`config.mk`:
```
export PLATFORM = sky130hd
export DESIGN_NAME = mus_to_midi_event_converter
export DESIGN_NICKNAME = d
export VERILOG_FILES = /design/src/hw/rtl/mme_pkg.sv /design/src/hw/rtl/mus_to_midi_event_converter.sv /design/src/hw/rtl/mme_vol_table.sv /design/src/hw/rtl/mme_parser.sv
export SDC_FILE = /design/constraint.sdc
export NUM_CORES = 1
export LEC_CHECK = 0
export CORE_MARGIN = 1.5
export CORE_UTILIZATION = 29
export DETAILED_ROUTE_END_ITERATION = 12
export DONT_BUFFER_PORTS = 1
export GPL_TIMING_DRIVEN = 1
export PLACE_DENSITY = 0.53
export RECOVER_POWER = 25
export SLEW_MARGIN = 20
export SYNTH_ARGS = -nofsm -noshare
export SYNTH_HDL_FRONTEND = slang
export SYNTH_SLANG_ARGS = --single-unit
```
`constraint.sdc`:
```
create_clock -name clk -period 4.45 [get_ports clk]
set_clock_uncertainty 0.1 [all_clocks]
set_input_delay 0.89 -clock clk [delete_from_list [all_inputs] [get_ports clk]]
set_output_delay 0.89 -clock clk [all_outputs]
set_load 0.05 [all_outputs]
```
`src/hw/rtl/mme_pkg.sv`:
```
// ----------------------------------------------------------------------------
// mme_pkg
// Shared types, constants and helper functions for the MUS to MIDI event
// converter: parse phases, MIDI status codes, controller map, result word.
// ----------------------------------------------------------------------------
`default_nettype none

package mme_pkg;

	// widths
	localparam int DELTA_BITS_DEF = 32;
	localparam int DELTA_OUT_W    = 32;
	localparam int CHAN_W         = 4;
	localparam int NUM_CHANS      = 16;

	// parse phase
	typedef enum logic [2:0] {
		PH_DESC  = 3'd0,
		PH_P1    = 3'd1,
		PH_P2    = 3'd2,
		PH_DELTA = 3'd3
	} phase_t;

	// mus event kinds
	localparam logic [2:0] KIND_NOTE_OFF = 3'd0;
	localparam logic [2:0] KIND_NOTE_ON  = 3'd1;
	localparam logic [2:0] KIND_PITCH    = 3'd2;
	localparam logic [2:0] KIND_SYSTEM   = 3'd3;
	localparam logic [2:0] KIND_CTRL     = 3'd4;
	localparam logic [2:0] KIND_BAD5     = 3'd5;
	localparam logic [2:0] KIND_END      = 3'd6;
	localparam logic [2:0] KIND_BAD7     = 3'd7;

	// midi status high nibbles
	localparam logic [7:0] ST_NOTE_OFF = 8'h80;
	localparam logic [7:0] ST_NOTE_ON  = 8'h90;
	localparam logic [7:0] ST_CTRL     = 8'hb0;
	localparam logic [7:0] ST_PROGRAM  = 8'hc0;
	localparam logic [7:0] ST_PITCH    = 8'he0;
	localparam logic [7:0] DATA_MASK   = 8'h7f;

	localparam logic [7:0] CTRL_MAX    = 8'd14;
	localparam logic [7:0] VOL_RESET   = 8'd64;

	localparam logic [3:0] CH_PERC_MUS  = 4'd15;
	localparam logic [3:0] CH_PERC_MIDI = 4'd9;

	// volume table write port
	typedef struct packed {
		logic              en;
		logic [CHAN_W-1:0] ch;
		logic [7:0]        data;
	} vol_wr_t;

	// one result word
	typedef struct packed {
		logic [DELTA_OUT_W-1:0] delta_ticks;
		logic [7:0]             status;
		logic [7:0]             data1;
		logic [7:0]             data2;
		logic                   score_end;
		logic                   bad_event;
	} res_t;

	// mus controller number to midi controller number, n in 0..14
	function automatic logic [7:0] ctrl_map(input logic [3:0] n);
		logic [7:0] r;
		case (n)
			4'd0:    r = 8'd0;
			4'd1:    r = 8'd0;
			4'd2:    r = 8'd1;
			4'd3:    r = 8'd7;
			4'd4:    r = 8'd10;
			4'd5:    r = 8'd11;
			4'd6:    r = 8'd91;
			4'd7:    r = 8'd93;
			4'd8:    r = 8'd64;
			4'd9:    r = 8'd67;
			4'd10:   r = 8'd120;
			4'd11:   r = 8'd123;
			4'd12:   r = 8'd126;
			4'd13:   r = 8'd127;
			4'd14:   r = 8'd121;
			default: r = 8'd0;
		endcase
		return r;
	endfunction

	// swap percussion channels between mus and midi numbering
	function automatic logic [3:0] midi_chan(input logic [3:0] c);
		logic [3:0] r;
		if (c == CH_PERC_MUS) begin
			r = CH_PERC_MIDI;
		end else if (c == CH_PERC_MIDI) begin
			r = CH_PERC_MUS;
		end else begin
			r = c;
		end
		return r;
	endfunction

endpackage

`default_nettype wire

```
`src/hw/rtl/mus_to_midi_event_converter.sv`:
```
// ----------------------------------------------------------------------------
// mus_to_midi_event_converter
// Converts a MUS score byte stream into MIDI short messages with delta time.
//
//   channel  dir  tdata                        tuser
//   s_*      in   score_byte[7:0]              start_req
//   m_*      out  delta, status, data1, data2  score_end, bad_event
//
// One byte per cycle sustained; an input word reaches the result word through
// an input register, the parse logic, then the result register.
// A byte that gives no result still passes through the input register.
// The input side stalls only when a result waits in the output register
// and m_tready is low. Reset clears the parse state and sets all channel
// volumes to 64; start_req keeps the volumes.
// ----------------------------------------------------------------------------
`default_nettype none

module mus_to_midi_event_converter #(
	parameter int DELTA_BITS = mme_pkg::DELTA_BITS_DEF
) (
	input  wire logic        clk,
	input  wire logic        arst_n,
	input  wire logic        s_tvalid,
	output logic             s_tready,
	input  wire logic [7:0]  s_tdata,   // [7:0] score_byte
	input  wire logic [0:0]  s_tuser,   // [0] start_req
	output logic             m_tvalid,
	input  wire logic        m_tready,
	output logic [55:0]      m_tdata,   // [31:0] delta_ticks, [39:32] status,
	                                    // [47:40] data1, [55:48] data2
	output logic [1:0]       m_tuser    // [0] score_end, [1] bad_event
);

	logic                               valid_s1;
	logic [7:0]                         byte_s1;
	logic                               start_s1;
	logic                               advance;
	logic                               res_valid;
	mme_pkg::res_t                      res;
	mme_pkg::res_t                      res_s2;
	logic                               valid_s2;
	mme_pkg::vol_wr_t                   vol_wr;
	logic [mme_pkg::CHAN_W-1:0]         vol_rd_ch;
	logic [7:0]                         vol_rd_data;

	// stage 1 moves on when the result register is free or draining
	assign advance  = valid_s1 && (!valid_s2 || m_tready);
	assign s_tready = !valid_s1 || advance;

	// input register
	always_ff @(posedge clk or negedge arst_n) begin
		if (!arst_n) begin
			valid_s1 <= 1'b0;
		end else if (s_tready) begin
			valid_s1 <= s_tvalid;
		end
	end

	always_ff @(posedge clk) begin
		if (s_tvalid && s_tready) begin
			byte_s1  <= s_tdata;
			start_s1 <= s_tuser[0];
		end
	end

	mme_parser #(
		.DELTA_BITS (DELTA_BITS)
	) u_parser (
		.clk         (clk),
		.arst_n      (arst_n),
		.step        (advance),
		.score_byte  (byte_s1),
		.start_req   (start_s1),
		.res_valid   (res_valid),
		.res         (res),
		.vol_wr      (vol_wr),
		.vol_rd_ch   (vol_rd_ch),
		.vol_rd_data (vol_rd_data)
	);

	mme_vol_table u_vol (
		.clk     (clk),
		.arst_n  (arst_n),
		.wr      (vol_wr),
		.rd_ch   (vol_rd_ch),
		.rd_data (vol_rd_data)
	);

	// result register
	always_ff @(posedge clk or negedge arst_n) begin
		if (!arst_n) begin
			valid_s2 <= 1'b0;
		end else begin
			if (m_tready) begin
				valid_s2 <= 1'b0;
			end
			if (advance && res_valid) begin
				valid_s2 <= 1'b1;
			end
		end
	end

	always_ff @(posedge clk) begin
		if (advance && res_valid) begin
			res_s2 <= res;
		end
	end

	assign m_tvalid = valid_s2;
	assign m_tdata  = {res_s2.data2, res_s2.data1, res_s2.status, res_s2.delta_ticks};
	assign m_tuser  = {res_s2.bad_event, res_s2.score_end};

`ifndef SYNTH
	// a held input word is not overwritten
	a_s1_hold: assert property (@(posedge clk) disable iff (!arst_n)
		(valid_s1 && !advance) |=> (valid_s1 && $stable(byte_s1)))
		else $error("input stage overwritten while stalled");

	// end and error never flagged together
	a_flags_excl: assert property (@(posedge clk) disable iff (!arst_n)
		m_tvalid |-> !(m_tuser[0] && m_tuser[1]))
		else $error("score_end and bad_event both set");

	// end result carries no message
	a_end_empty: assert property (@(posedge clk) disable iff (!arst_n)
		(m_tvalid && m_tuser[0]) |-> (m_tdata[55:32] == 24'd0))
		else $error("score end result carries message bytes");

	// error result is either blank or a controller message without data
	a_bad_form: assert property (@(posedge clk) disable iff (!arst_n)
		(m_tvalid && m_tuser[1]) |->
		((m_tdata[39:32] == 8'd0 || m_tdata[39:36] == 4'hb) && m_tdata[55:40] == 16'd0))
		else $error("malformed bad event result");
`endif

endmodule

`default_nettype wire

```
`src/hw/rtl/mme_vol_table.sv`:
```
// ----------------------------------------------------------------------------
// mme_vol_table
// Per-channel note-on volume, 16 entries of 8 bits, reset to 64 each.
// One combinational read port, one write port.
// ----------------------------------------------------------------------------
`default_nettype none

module mme_vol_table (
	input  wire logic                        clk,
	input  wire logic                        arst_n,
	input  wire mme_pkg::vol_wr_t            wr,
	input  wire logic [mme_pkg::CHAN_W-1:0]  rd_ch,
	output logic [7:0]                       rd_data
);

	logic [7:0] vol_q [mme_pkg::NUM_CHANS];

	// storage, every entry back to the default volume on reset
	always_ff @(posedge clk or negedge arst_n) begin
		if (!arst_n) begin
			for (int i = 0; i < mme_pkg::NUM_CHANS; i++) begin
				vol_q[i] <= mme_pkg::VOL_RESET;
			end
		end else if (wr.en) begin
			vol_q[wr.ch] <= wr.data;
		end
	end

	assign rd_data = vol_q[rd_ch];

endmodule

`default_nettype wire

```
`src/hw/rtl/mme_parser.sv`:
```
// ----------------------------------------------------------------------------
// mme_parser
// Score byte parser: holds the parse state, decodes one byte per step and
// builds at most one midi result word for it. Accumulates delta varints.
// ----------------------------------------------------------------------------
`default_nettype none

module mme_parser #(
	parameter int DELTA_BITS = mme_pkg::DELTA_BITS_DEF
) (
	input  wire logic                        clk,
	input  wire logic                        arst_n,
	input  wire logic                        step,
	input  wire logic [7:0]                  score_byte,
	input  wire logic                        start_req,
	output logic                             res_valid,
	output mme_pkg::res_t                    res,
	output mme_pkg::vol_wr_t                 vol_wr,
	output logic [mme_pkg::CHAN_W-1:0]       vol_rd_ch,
	input  wire logic [7:0]                  vol_rd_data
);

	mme_pkg::phase_t                phase_q, phase_cur, phase_d;
	logic [mme_pkg::CHAN_W-1:0]     chan_q, chan_d;
	logic [2:0]                     kind_q, kind_d;
	logic                           last_q, last_d;
	logic [7:0]                     param_q, param_d;
	logic [DELTA_BITS-1:0]          delta_q, delta_cur, delta_d, delta_acc;
	logic                           done_q, done_cur, done_d;
	logic                           emit;
	logic [3:0]                     ch;
	logic [2:0]                     b_kind;

	// start request clears the parse position, delta and end mark
	assign phase_cur = start_req ? mme_pkg::PH_DESC : phase_q;
	assign delta_cur = start_req ? '0 : delta_q;
	assign done_cur  = start_req ? 1'b0 : done_q;

	assign ch        = mme_pkg::midi_chan(chan_q);
	assign b_kind    = score_byte[6:4];
	assign vol_rd_ch = chan_q;

	// varint accumulate with saturation
	always_comb begin
		if (delta_cur[DELTA_BITS-1 -: 7] != 7'd0) begin
			delta_acc = '1;
		end else begin
			delta_acc = {delta_cur[DELTA_BITS-8:0], score_byte[6:0]};
		end
	end

	// output decode: result word and volume write
	always_comb begin
		emit    = 1'b0;
		res     = '0;
		vol_wr  = '0;
		res.delta_ticks = mme_pkg::DELTA_OUT_W'(delta_cur);
		if (!done_cur) begin
			case (phase_cur)
				mme_pkg::PH_DESC: begin
					if (b_kind == mme_pkg::KIND_END) begin
						emit          = 1'b1;
						res.score_end = 1'b1;
					end else if (b_kind == mme_pkg::KIND_BAD5 ||
							b_kind == mme_pkg::KIND_BAD7) begin
						emit          = 1'b1;
						res.bad_event = 1'b1;
					end
				end
				mme_pkg::PH_P1: begin
					case (kind_q)
						mme_pkg::KIND_NOTE_OFF: begin
							emit       = 1'b1;
							res.status = mme_pkg::ST_NOTE_OFF | {4'd0, ch};
							res.data1  = score_byte;
						end
						mme_pkg::KIND_NOTE_ON: begin
							if (!score_byte[7]) begin
								emit       = 1'b1;
								res.status = mme_pkg::ST_NOTE_ON | {4'd0, ch};
								res.data1  = score_byte & mme_pkg::DATA_MASK;
								res.data2  = vol_rd_data;
							end
						end
						mme_pkg::KIND_PITCH: begin
							// b << 6 split into 7-bit halves
							emit       = 1'b1;
							res.status = mme_pkg::ST_PITCH | {4'd0, ch};
							res.data1  = {1'b0, score_byte[0], 6'd0};
							res.data2  = {1'b0, score_byte[7:1]};
						end
						mme_pkg::KIND_SYSTEM: begin
							emit       = 1'b1;
							res.status = mme_pkg::ST_CTRL | {4'd0, ch};
							if (score_byte > mme_pkg::CTRL_MAX) begin
								res.bad_event = 1'b1;
							end else begin
								res.data1 = mme_pkg::ctrl_map(score_byte[3:0]);
							end
						end
						default: begin
							emit = 1'b0;
						end
					endcase
				end
				mme_pkg::PH_P2: begin
					emit = 1'b1;
					if (kind_q == mme_pkg::KIND_NOTE_ON) begin
						vol_wr.en   = 1'b1;
						vol_wr.ch   = chan_q;
						vol_wr.data = score_byte;
						res.status  = mme_pkg::ST_NOTE_ON | {4'd0, ch};
						res.data1   = param_q & mme_pkg::DATA_MASK;
						res.data2   = score_byte;
					end else if (param_q == 8'd0) begin
						res.status = mme_pkg::ST_PROGRAM | {4'd0, ch};
						res.data1  = score_byte;
					end else if (param_q > mme_pkg::CTRL_MAX) begin
						res.status    = mme_pkg::ST_CTRL | {4'd0, ch};
						res.bad_event = 1'b1;
					end else begin
						res.status = mme_pkg::ST_CTRL | {4'd0, ch};
						res.data1  = mme_pkg::ctrl_map(param_q[3:0]);
						res.data2  = score_byte;
					end
				end
				default: begin
					emit = 1'b0;
				end
			endcase
		end
		res_valid = emit;
		if (!step) begin
			vol_wr.en = 1'b0;
		end
	end

	// next parse state
	always_comb begin
		phase_d = phase_cur;
		chan_d  = chan_q;
		kind_d  = kind_q;
		last_d  = last_q;
		param_d = param_q;
		delta_d = delta_cur;
		done_d  = done_cur;
		if (!done_cur) begin
			case (phase_cur)
				mme_pkg::PH_DESC: begin
					chan_d = score_byte[3:0];
					kind_d = b_kind;
					last_d = score_byte[7];
					if (b_kind == mme_pkg::KIND_END) begin
						last_d = 1'b0;
						done_d = 1'b1;
					end else if (b_kind != mme_pkg::KIND_BAD5 &&
							b_kind != mme_pkg::KIND_BAD7) begin
						phase_d = mme_pkg::PH_P1;
					end
				end
				mme_pkg::PH_P1: begin
					case (kind_q)
						mme_pkg::KIND_NOTE_ON: begin
							if (score_byte[7]) begin
								param_d = score_byte;
								phase_d = mme_pkg::PH_P2;
							end
						end
						mme_pkg::KIND_NOTE_OFF, mme_pkg::KIND_PITCH,
						mme_pkg::KIND_SYSTEM: begin
							param_d = param_q;
						end
						default: begin
							param_d = score_byte;
							phase_d = mme_pkg::PH_P2;
						end
					endcase
				end
				mme_pkg::PH_P2: begin
					phase_d = mme_pkg::PH_DESC;
				end
				mme_pkg::PH_DELTA: begin
					delta_d = delta_acc;
					if (!score_byte[7]) begin
						phase_d = mme_pkg::PH_DESC;
					end
				end
				default: begin
					phase_d = mme_pkg::PH_DESC;
				end
			endcase
			// a message consumes the pending delta
			if (emit) begin
				delta_d = '0;
				phase_d = last_d ? mme_pkg::PH_DELTA : mme_pkg::PH_DESC;
			end
		end
	end

	// parse state registers
	always_ff @(posedge clk or negedge arst_n) begin
		if (!arst_n) begin
			phase_q <= mme_pkg::PH_DESC;
			chan_q  <= '0;
			kind_q  <= '0;
			last_q  <= 1'b0;
			param_q <= '0;
			delta_q <= '0;
			done_q  <= 1'b0;
		end else if (step) begin
			phase_q <= phase_d;
			chan_q  <= chan_d;
			kind_q  <= kind_d;
			last_q  <= last_d;
			param_q <= param_d;
			delta_q <= delta_d;
			done_q  <= done_d;
		end
	end

endmodule

`default_nettype wire

```
**Yosys cells after proc, flatten, opt, wreduce, memory -nomap -nowiden**

Memories as Yosys holds them, arrays and structs flattened. A register that Yosys moved wholly into a read port is not among the register bits.
Cells that the tools add are included.
W data, S select, Z words.

- Word-level logic and storage cells: 138
- Register bits after elaboration: 249
- Input bits: 13
- Memories: 2
- ROM bits: 224
- Output and inout bits: 60

- Reductions and logical operators: 19
- Magnitude comparators: 5
- Bitwise logic cells: 4
- Multiplexer cells: 61
- Equal/unequal tests: 14

Memory list:

| name | depth | bits a word | read ports | clocked after memory_dff | wr ports | RTL line | RTL |
|---|---|---|---|---|---|---|---|
| (name not given) | 16 | 7 | 1 | 1 | 0 | mme_pkg.sv:68 | `case (n)` |
| (name not given) | 16 | 7 | 1 | 0 | 0 | mme_pkg.sv:68 |  |

Operators by type and width:

| cell | number |
|---|---|
| $mux W32 | 5 |
| $bwmux W128 | 1 |
| $pmux W16 S4 | 1 |
| $mux W24 | 2 |
| $mux W8 | 6 |
| $pmux W24 S2 | 1 |
| $mux W13 | 3 |
| $bmux W8 S4 | 1 |
| $demux W8 S4 | 1 |
| $pmux W8 S2 | 2 |
| $mux W3 | 7 |
| $mux W1 | 20 |
| $gt A8 B4 Y1 const B | 2 |
| $mux W16 | 1 |
| $mux W15 | 1 |
| $eq A3 B2 Y1 const B | 4 |
| $mux W4 | 3 |
| $ge A5 B5 Y1 const B | 2 |
| $not A4 Y5 | 2 |
| $eq A3 B3 Y1 const B | 3 |
| $pmux W3 S3 | 1 |
| $eq A4 B4 Y1 const B | 2 |
| $logic_not A8 Y1 | 1 |
| $reduce_bool A7 Y1 | 1 |
| other kinds (18) | 30 |

**Logic depth before layout (Yosys ltp)**

- Depth in word-level cells: 10
- Gate-level depth with buffers: 10
- Gate-level depth less buffers: 8

**Cells and area by module**

Synthesis repeated with hierarchy kept, for this count alone.

- Cell total of the unflattened synthesis: 949
- Area, all modules: 11985.2 um2

By module, submodules not included:

| module | area each (um2) | instances | cells an instance | sequential area each (um2) |
|---|---|---|---|---|
| mme_vol_table | 5935.7 | 1 | 365 | 3223.1 |
| mme_parser | 3928.8 | 1 | 507 | 1301.2 |
| mus_to_midi_event_converter | 2120.8 | 1 | 77 | 2062.0 |

**Worst setup path before layout**

OpenSTA, ideal clock, no wires.

- Kind: reg-to-reg
- From: register start_s1
- To: register res_s2 (netlist bit m_tdata[0]) (enable)
- Setup slack: -0.423 ns
- Stages on the path, launching flop included: 10
- Arrival time: 4.298 ns
- Buffers on the path: 3
- Setup time: 0.475 ns
- Data required time: 3.875 ns
- Clock period less this slack: 4.873 ns
- Path through: edfxtp_1 > buf_6 > or4b_1 > buf_2 > o31ai_4 > a31o_2 > and2b_1 > buf_4 > inv_1 > nor2_1

- Word-level cells in the longest chain between the ends: 5
- Elaborated cells between the ends (all ways): 8
- Those cells by class: eq/ne (2); mux (4); reduce/logical (2)

RTL lines:

| what | RTL line | RTL |
|---|---|---|
| from (decl) | mus_to_midi_event_converter.sv:36 | `logic start_s1;` |
| from (signal assigned) | mus_to_midi_event_converter.sv:62 | `start_s1 <= s_tuser[0];` |
| $mux W3 | mme_parser.sv:35 | `assign phase_cur = start_req ? mme_pkg::PH_DESC : phase_q;` |
| $eq A3 B2 Y1, or another cell as far along | mme_parser.sv:59 | `case (phase_cur)` |
| $pmux W1 S3 | mme_parser.sv:59 |  |
| $mux W1 (*) | mme_parser.sv:58 | `if (!done_cur) begin` |
| $logic_and A1 B1 Y1 (*) | mus_to_midi_event_converter.sv:104 | `if (advance && res_valid) begin` |
| to (signal assigned) | mus_to_midi_event_converter.sv:105 | `res_s2 <= res;` |
| to (decl) | mus_to_midi_event_converter.sv:40 | `mme_pkg::res_t res_s2;` |

Every way passes the cells marked *; elsewhere a longest branch is shown, timed or not.
A chain may end at the register's enable or synchronous reset.

**Worst setup path after layout**

- From: register u_parser.phase_q[2]
- To: register res_s2 (netlist bit m_tdata[55]) (enable)

- Word-level cells in the longest chain between the ends: 5
- Elaborated cells between the ends (all ways): 7
- Those cells by class: eq/ne (2); mux (3); reduce/logical (2)

RTL lines:

| what | RTL line | RTL |
|---|---|---|
| from (decl) | mme_parser.sv:23 | `mme_pkg::phase_t phase_q, phase_cur, phase_d;` |
| from (signal assigned) | mme_parser.sv:203 | `phase_q <= mme_pkg::PH_DESC;` |
| from (signal assigned) | mme_parser.sv:211 | `phase_q <= phase_d;` |
| $mux W3 (*) | mme_parser.sv:35 |  |
| $eq A3 B2 Y1, or another cell as far along | mme_parser.sv:59 |  |
| $pmux W1 S3 (*) | mme_parser.sv:59 |  |
| $mux W1 (*) | mme_parser.sv:58 |  |
| $logic_and A1 B1 Y1 (*) | mus_to_midi_event_converter.sv:104 |  |

Marks and branches as above.

==> impl_summary.md <==
Status
The flow ran to the end, but the final reports show violations. The final reports fail on hold timing.

STA
The minimum clock period after layout is 3360 ps. Final hold analysis gives a worst-case slack of -49.4 ps. Setup repair after global routing left no endpoint under its margin. In this run the tightest slew margin relative to its limit is 42.4%. The setup total negative slack is 0 ps.

For the pin with the worst max-slew slack, the measured transition is 840 ps. The maximum clock frequency is 0.298 GHz. Setup slack on the critical path of the routed design comes to 1090 ps. Setup violations remaining at the end of the flow were counted as 0.

The final number of hold-violating endpoints is 106. Of the available clock period, the critical path in the final layout requires 75.5%. The number of max-slew violations in the final report is 0.

Clock network
The clock reaches the later pin of the worst-skew pair after 550 ps. The post-CTS clock slew at the launch and capture registers of the worst setup and hold paths is 60 ps. The number of buffers inserted during clock tree synthesis is 28. The H-tree depth reported by CTS is 1.

The buffer depth of the longest clock path is 3. Clock tree synthesis found a total of 256 sinks. TritonCTS built the clock tree.

The tree is rooted in a clkbuf_16. Once the clock tree was built, the setup fixing pass inserted 0 buffers. The count of instances resized after the clock tree is built is 0.

Route
Summing over every cut layer, the via total after detailed routing is 7690. For this block, the routed nets add up to 29.9 mm of wire. After the first detailed-routing iteration, the DRC count stood at 528. The first-pass iteration count of the detailed router is 5. Dividing the detail-routed wire length by the instance count gives 19.0 um. The via density per instance is 4.89.

In the routed design, unresolved DRC markers number 0. The post-detailed-route count of antenna-violating nets is 0.

Floorplanning
For this configuration, the core starts out at a cell density of 29.5%. The height of the die is 205 um. Measured along the x axis, the die boundary spans 205 um. In this run the count of I/O pins placed on the die edge is 73. The core region is 39900 um^2. The area of the die is 41900 um^2. The floorplan has 73 rows.

Worst setup path
On the critical path, the stage with the largest delay is an instance of or4b_1. The longest individual stage delay on the worst path is 740 ps. The required time at the worst-slack endpoint is 4580 ps. The launching element type of the critical path is a register. The worst setup path is captured at a register. The critical path is of the register to register type. The arrival time at the worst endpoint is 3490 ps. The biggest fanout along the worst timing path is 45. Walking the worst path, the cells encountered are or4b_1, o31ai_4, a31o_2, and2b_1, inv_1, nor2_4, buf_12.

Finish
The layout overhead on the synthesized area is 11.2%. 0 antenna diodes ended up in the layout. In the final layout, the multi-input gates occupy 4590 um^2.

For this run, the post-layout net count is 1045. The area taken by flip-flops and latches is 6730 um^2. Leaving out fill and tap cells, the most frequent cells in the layout are nand2_1 (187), dfrtp_1 (165), o21ai_0 (110). The library cell used most frequently in the layout, excluding fill and tap cells, is nand2_1.

The finished cells cover 13100 um^2. In the final layout, the share of cells above drive strength 1 is 14.1%. The number of fill cells is 3938.

Placement
The port buffer count is 0. The wire-length estimate of the detail-placed layout is 19.4 mm. The post-placement setup slack is 1040 ps. The cell area reported after detailed placement is 12200 um^2. The weighted congestion at the end of routability-driven global placement is 0.854.

Flow run
The tool flagged a number of max-cap violations equal to 0.

Power and ir drop
The share of total power in the clock network is 32.4%. In this run the static leakage power is 5.04 nW. Across the VDD grid, the largest voltage drop is 0.301 mV. The switching part of the total is 34.0%. The fraction of power consumed by sequential logic is 47.5%. The power per cell area is 536 nW/um^2.

Per report_power, the combinational group accounts for 20.0% of the total. The switching power total is 2.39 mW. The internal portion of the total power is 4.63 mW.

Yosys
Counting flops with a built-in enable in the synthesized netlist gives 67. Of all flip-flops after synthesis, the portion carrying an async set or reset was 71.1%. The cell area after synthesis is 11800 um^2. The number of nets in the synthesized netlist is 1083.

The synthesized instance count is 1062. Counting distinct cell types in the post-synthesis netlist gives 73. Among all flip-flop cells after synthesis, the most frequent one is dfrtp_1. A synthesized cell averages 11.1 um^2. The count of warnings emitted by yosys is 0. The sequential-to-total area share from yosys stat is 57.1%. The total of flip-flops plus latches after synthesis is 256.

GRT
The first-pass GRT wire length is 46.8 mm. The combined global-route utilization of all metal layers is 14.4%. The number of antenna violations at the first check in global routing is 1. The total global routing overflow is 0.

The pin count of the biggest net entering global routing is 183. The number of global-route vias before repair is 7766.

Hold path
The type of the tightest min-delay check is primary input to asynchronous set/reset pin.
==> worst paths after layout <==
path | from | to | slack, ps | depth (start not counted)
worst min register to register | u_vol.vol_q[94] | u_vol.vol_q[94] | 370 | 2
min in group clk | s_tdata[0] | byte_s1[0] | 340 | 0
worst max-delay path | u_parser.phase_q[2] | m_tdata[55] | 1090 | 7
max in group asynchronous | arst_n | u_vol.vol_q[86] | 3960 | 0
worst max register to register | u_parser.phase_q[2] | m_tdata[55] | 1090 | 7
worst min-delay path | arst_n | u_parser.delta_q[2] | -50 | 0
==> cell type report <==
class                      instances  share of cell area (%)
multi-input combinational        693                    35.0
tap                              525                    5.01
clock inverter                    11                   0.783
sequential                       256                    51.3
timing repair buffer              14                   0.897
inverter                          31                   0.888
clock buffer                      41                    6.11
==> worst max-delay path: cells and delay by family, from the launching register on <==
family	cells	cell delay [ps]
AND/OR/NAND/NOR	3	1470
flip-flops	1	500
buffers and inverters	2	440
AO/OA/AOI/OAI	2	500
==> state kept, by name (all words and copies together) (netlist names), named ones only <==
signal,cells
u_parser.kind_q,3
u_parser.last_q,1
m_tuser,2
start_s1,1
m_tvalid,1
byte_s1,8
u_parser.delta_q,32
u_parser.param_q,8
valid_s1,1
u_parser.vol_rd_ch,4
u_parser.done_q,1
u_vol.vol_q,128
u_parser.phase_q,3
m_tdata,56
==> power by group through the flow <==
stage	Clock (mW)	Sequential (mW)	Combinational (mW)
after floorplan	0	3.11	1.26
after global placement	0	3.38	1.39
after detailed placement	0	3.38	1.41
after CTS	2.35	3.34	1.41
after global routing	2.43	3.39	1.53
final	2.28	3.34	1.41
==> cells in the mapped netlist (3+ instances only) <==
cell | count | area [um^2]
nor3_1 | 7 | 35.0
inv_1 | 31 | 116
o21ai_1 | 55 | 275
clkbuf_1 | 50 | 188
and2_1 | 8 | 50.1
nand2_1 | 187 | 702
nor4_1 | 4 | 25.0
buf_2 | 20 | 100
o22ai_1 | 4 | 25.0
a31oi_1 | 5 | 31.3
o211ai_1 | 4 | 30.0
nand3_2 | 3 | 30.0
o21bai_1 | 3 | 22.5
a22oi_1 | 8 | 60.1
a32oi_1 | 3 | 26.3
nand2_2 | 3 | 18.8
nor2_1 | 46 | 173
mux2_1 | 9 | 101
and3_1 | 4 | 25.0
and4_1 | 3 | 26.3
nor2b_1 | 41 | 257
nand3b_1 | 4 | 30.0
mux2i_1 | 7 | 70.1
edfxtp_1 | 67 | 2010
dfrtp_1 | 166 | 4150
nand3_1 | 19 | 95.1
o21ai_0 | 110 | 551
buf_1 | 3 | 11.3
mux4_2 | 41 | 923
buf_6 | 3 | 33.8
nand2b_1 | 7 | 43.8
dfxtp_1 | 7 | 140
buf_4 | 6 | 45.0
ha_1 | 8 | 100
o31ai_1 | 11 | 82.6
mux2_2 | 16 | 180
dfstp_2 | 16 | 420
a21oi_1 | 31 | 155
==> through the flow <==
stage / hold slack, ps / total power, mW / std cells / util (%)
floorplan: 343 / 4.38 / 1062 / -
global placement: 352 / 4.77 / 1519 / 30.5
detailed placement: 357 / 4.79 / 1519 / 30.6
CTS: -78.2 / 7.10 / 1571 / 32.8
global route: -86.3 / 7.35 / 1571 / 32.8
finish: -49.4 / 7.02 / 1571 / 32.8
==> cell families (layout without fill, tap and decap cells) <==
| kind of cell | Yosys count | in the layout | share of synthesized area, % |
|---|---|---|---|
| simple gates | 356 | 356 | 14.4 |
| mux | 73 | 73 | 10.8 |
| xor+xnor | 2 | 2 | 0.149 |
| fa+ha+maj | 8 | 8 | 0.849 |
| compound gates | 254 | 254 | 12.5 |
| flops | 256 | 256 | 57.1 |
| buf+inv | 113 | 97 | 4.19 |
==> per-layer routing <==
metal	GRT usage, %	share of wire, %	vias up
met3	2.04	4.5	45
met2	24.2	48	185
met4	3.89	2.0	2
met1	19.5	46	3768
li1	-	-	3690
met5	0	0.040	-
Power figures use the tool's default switching activity.
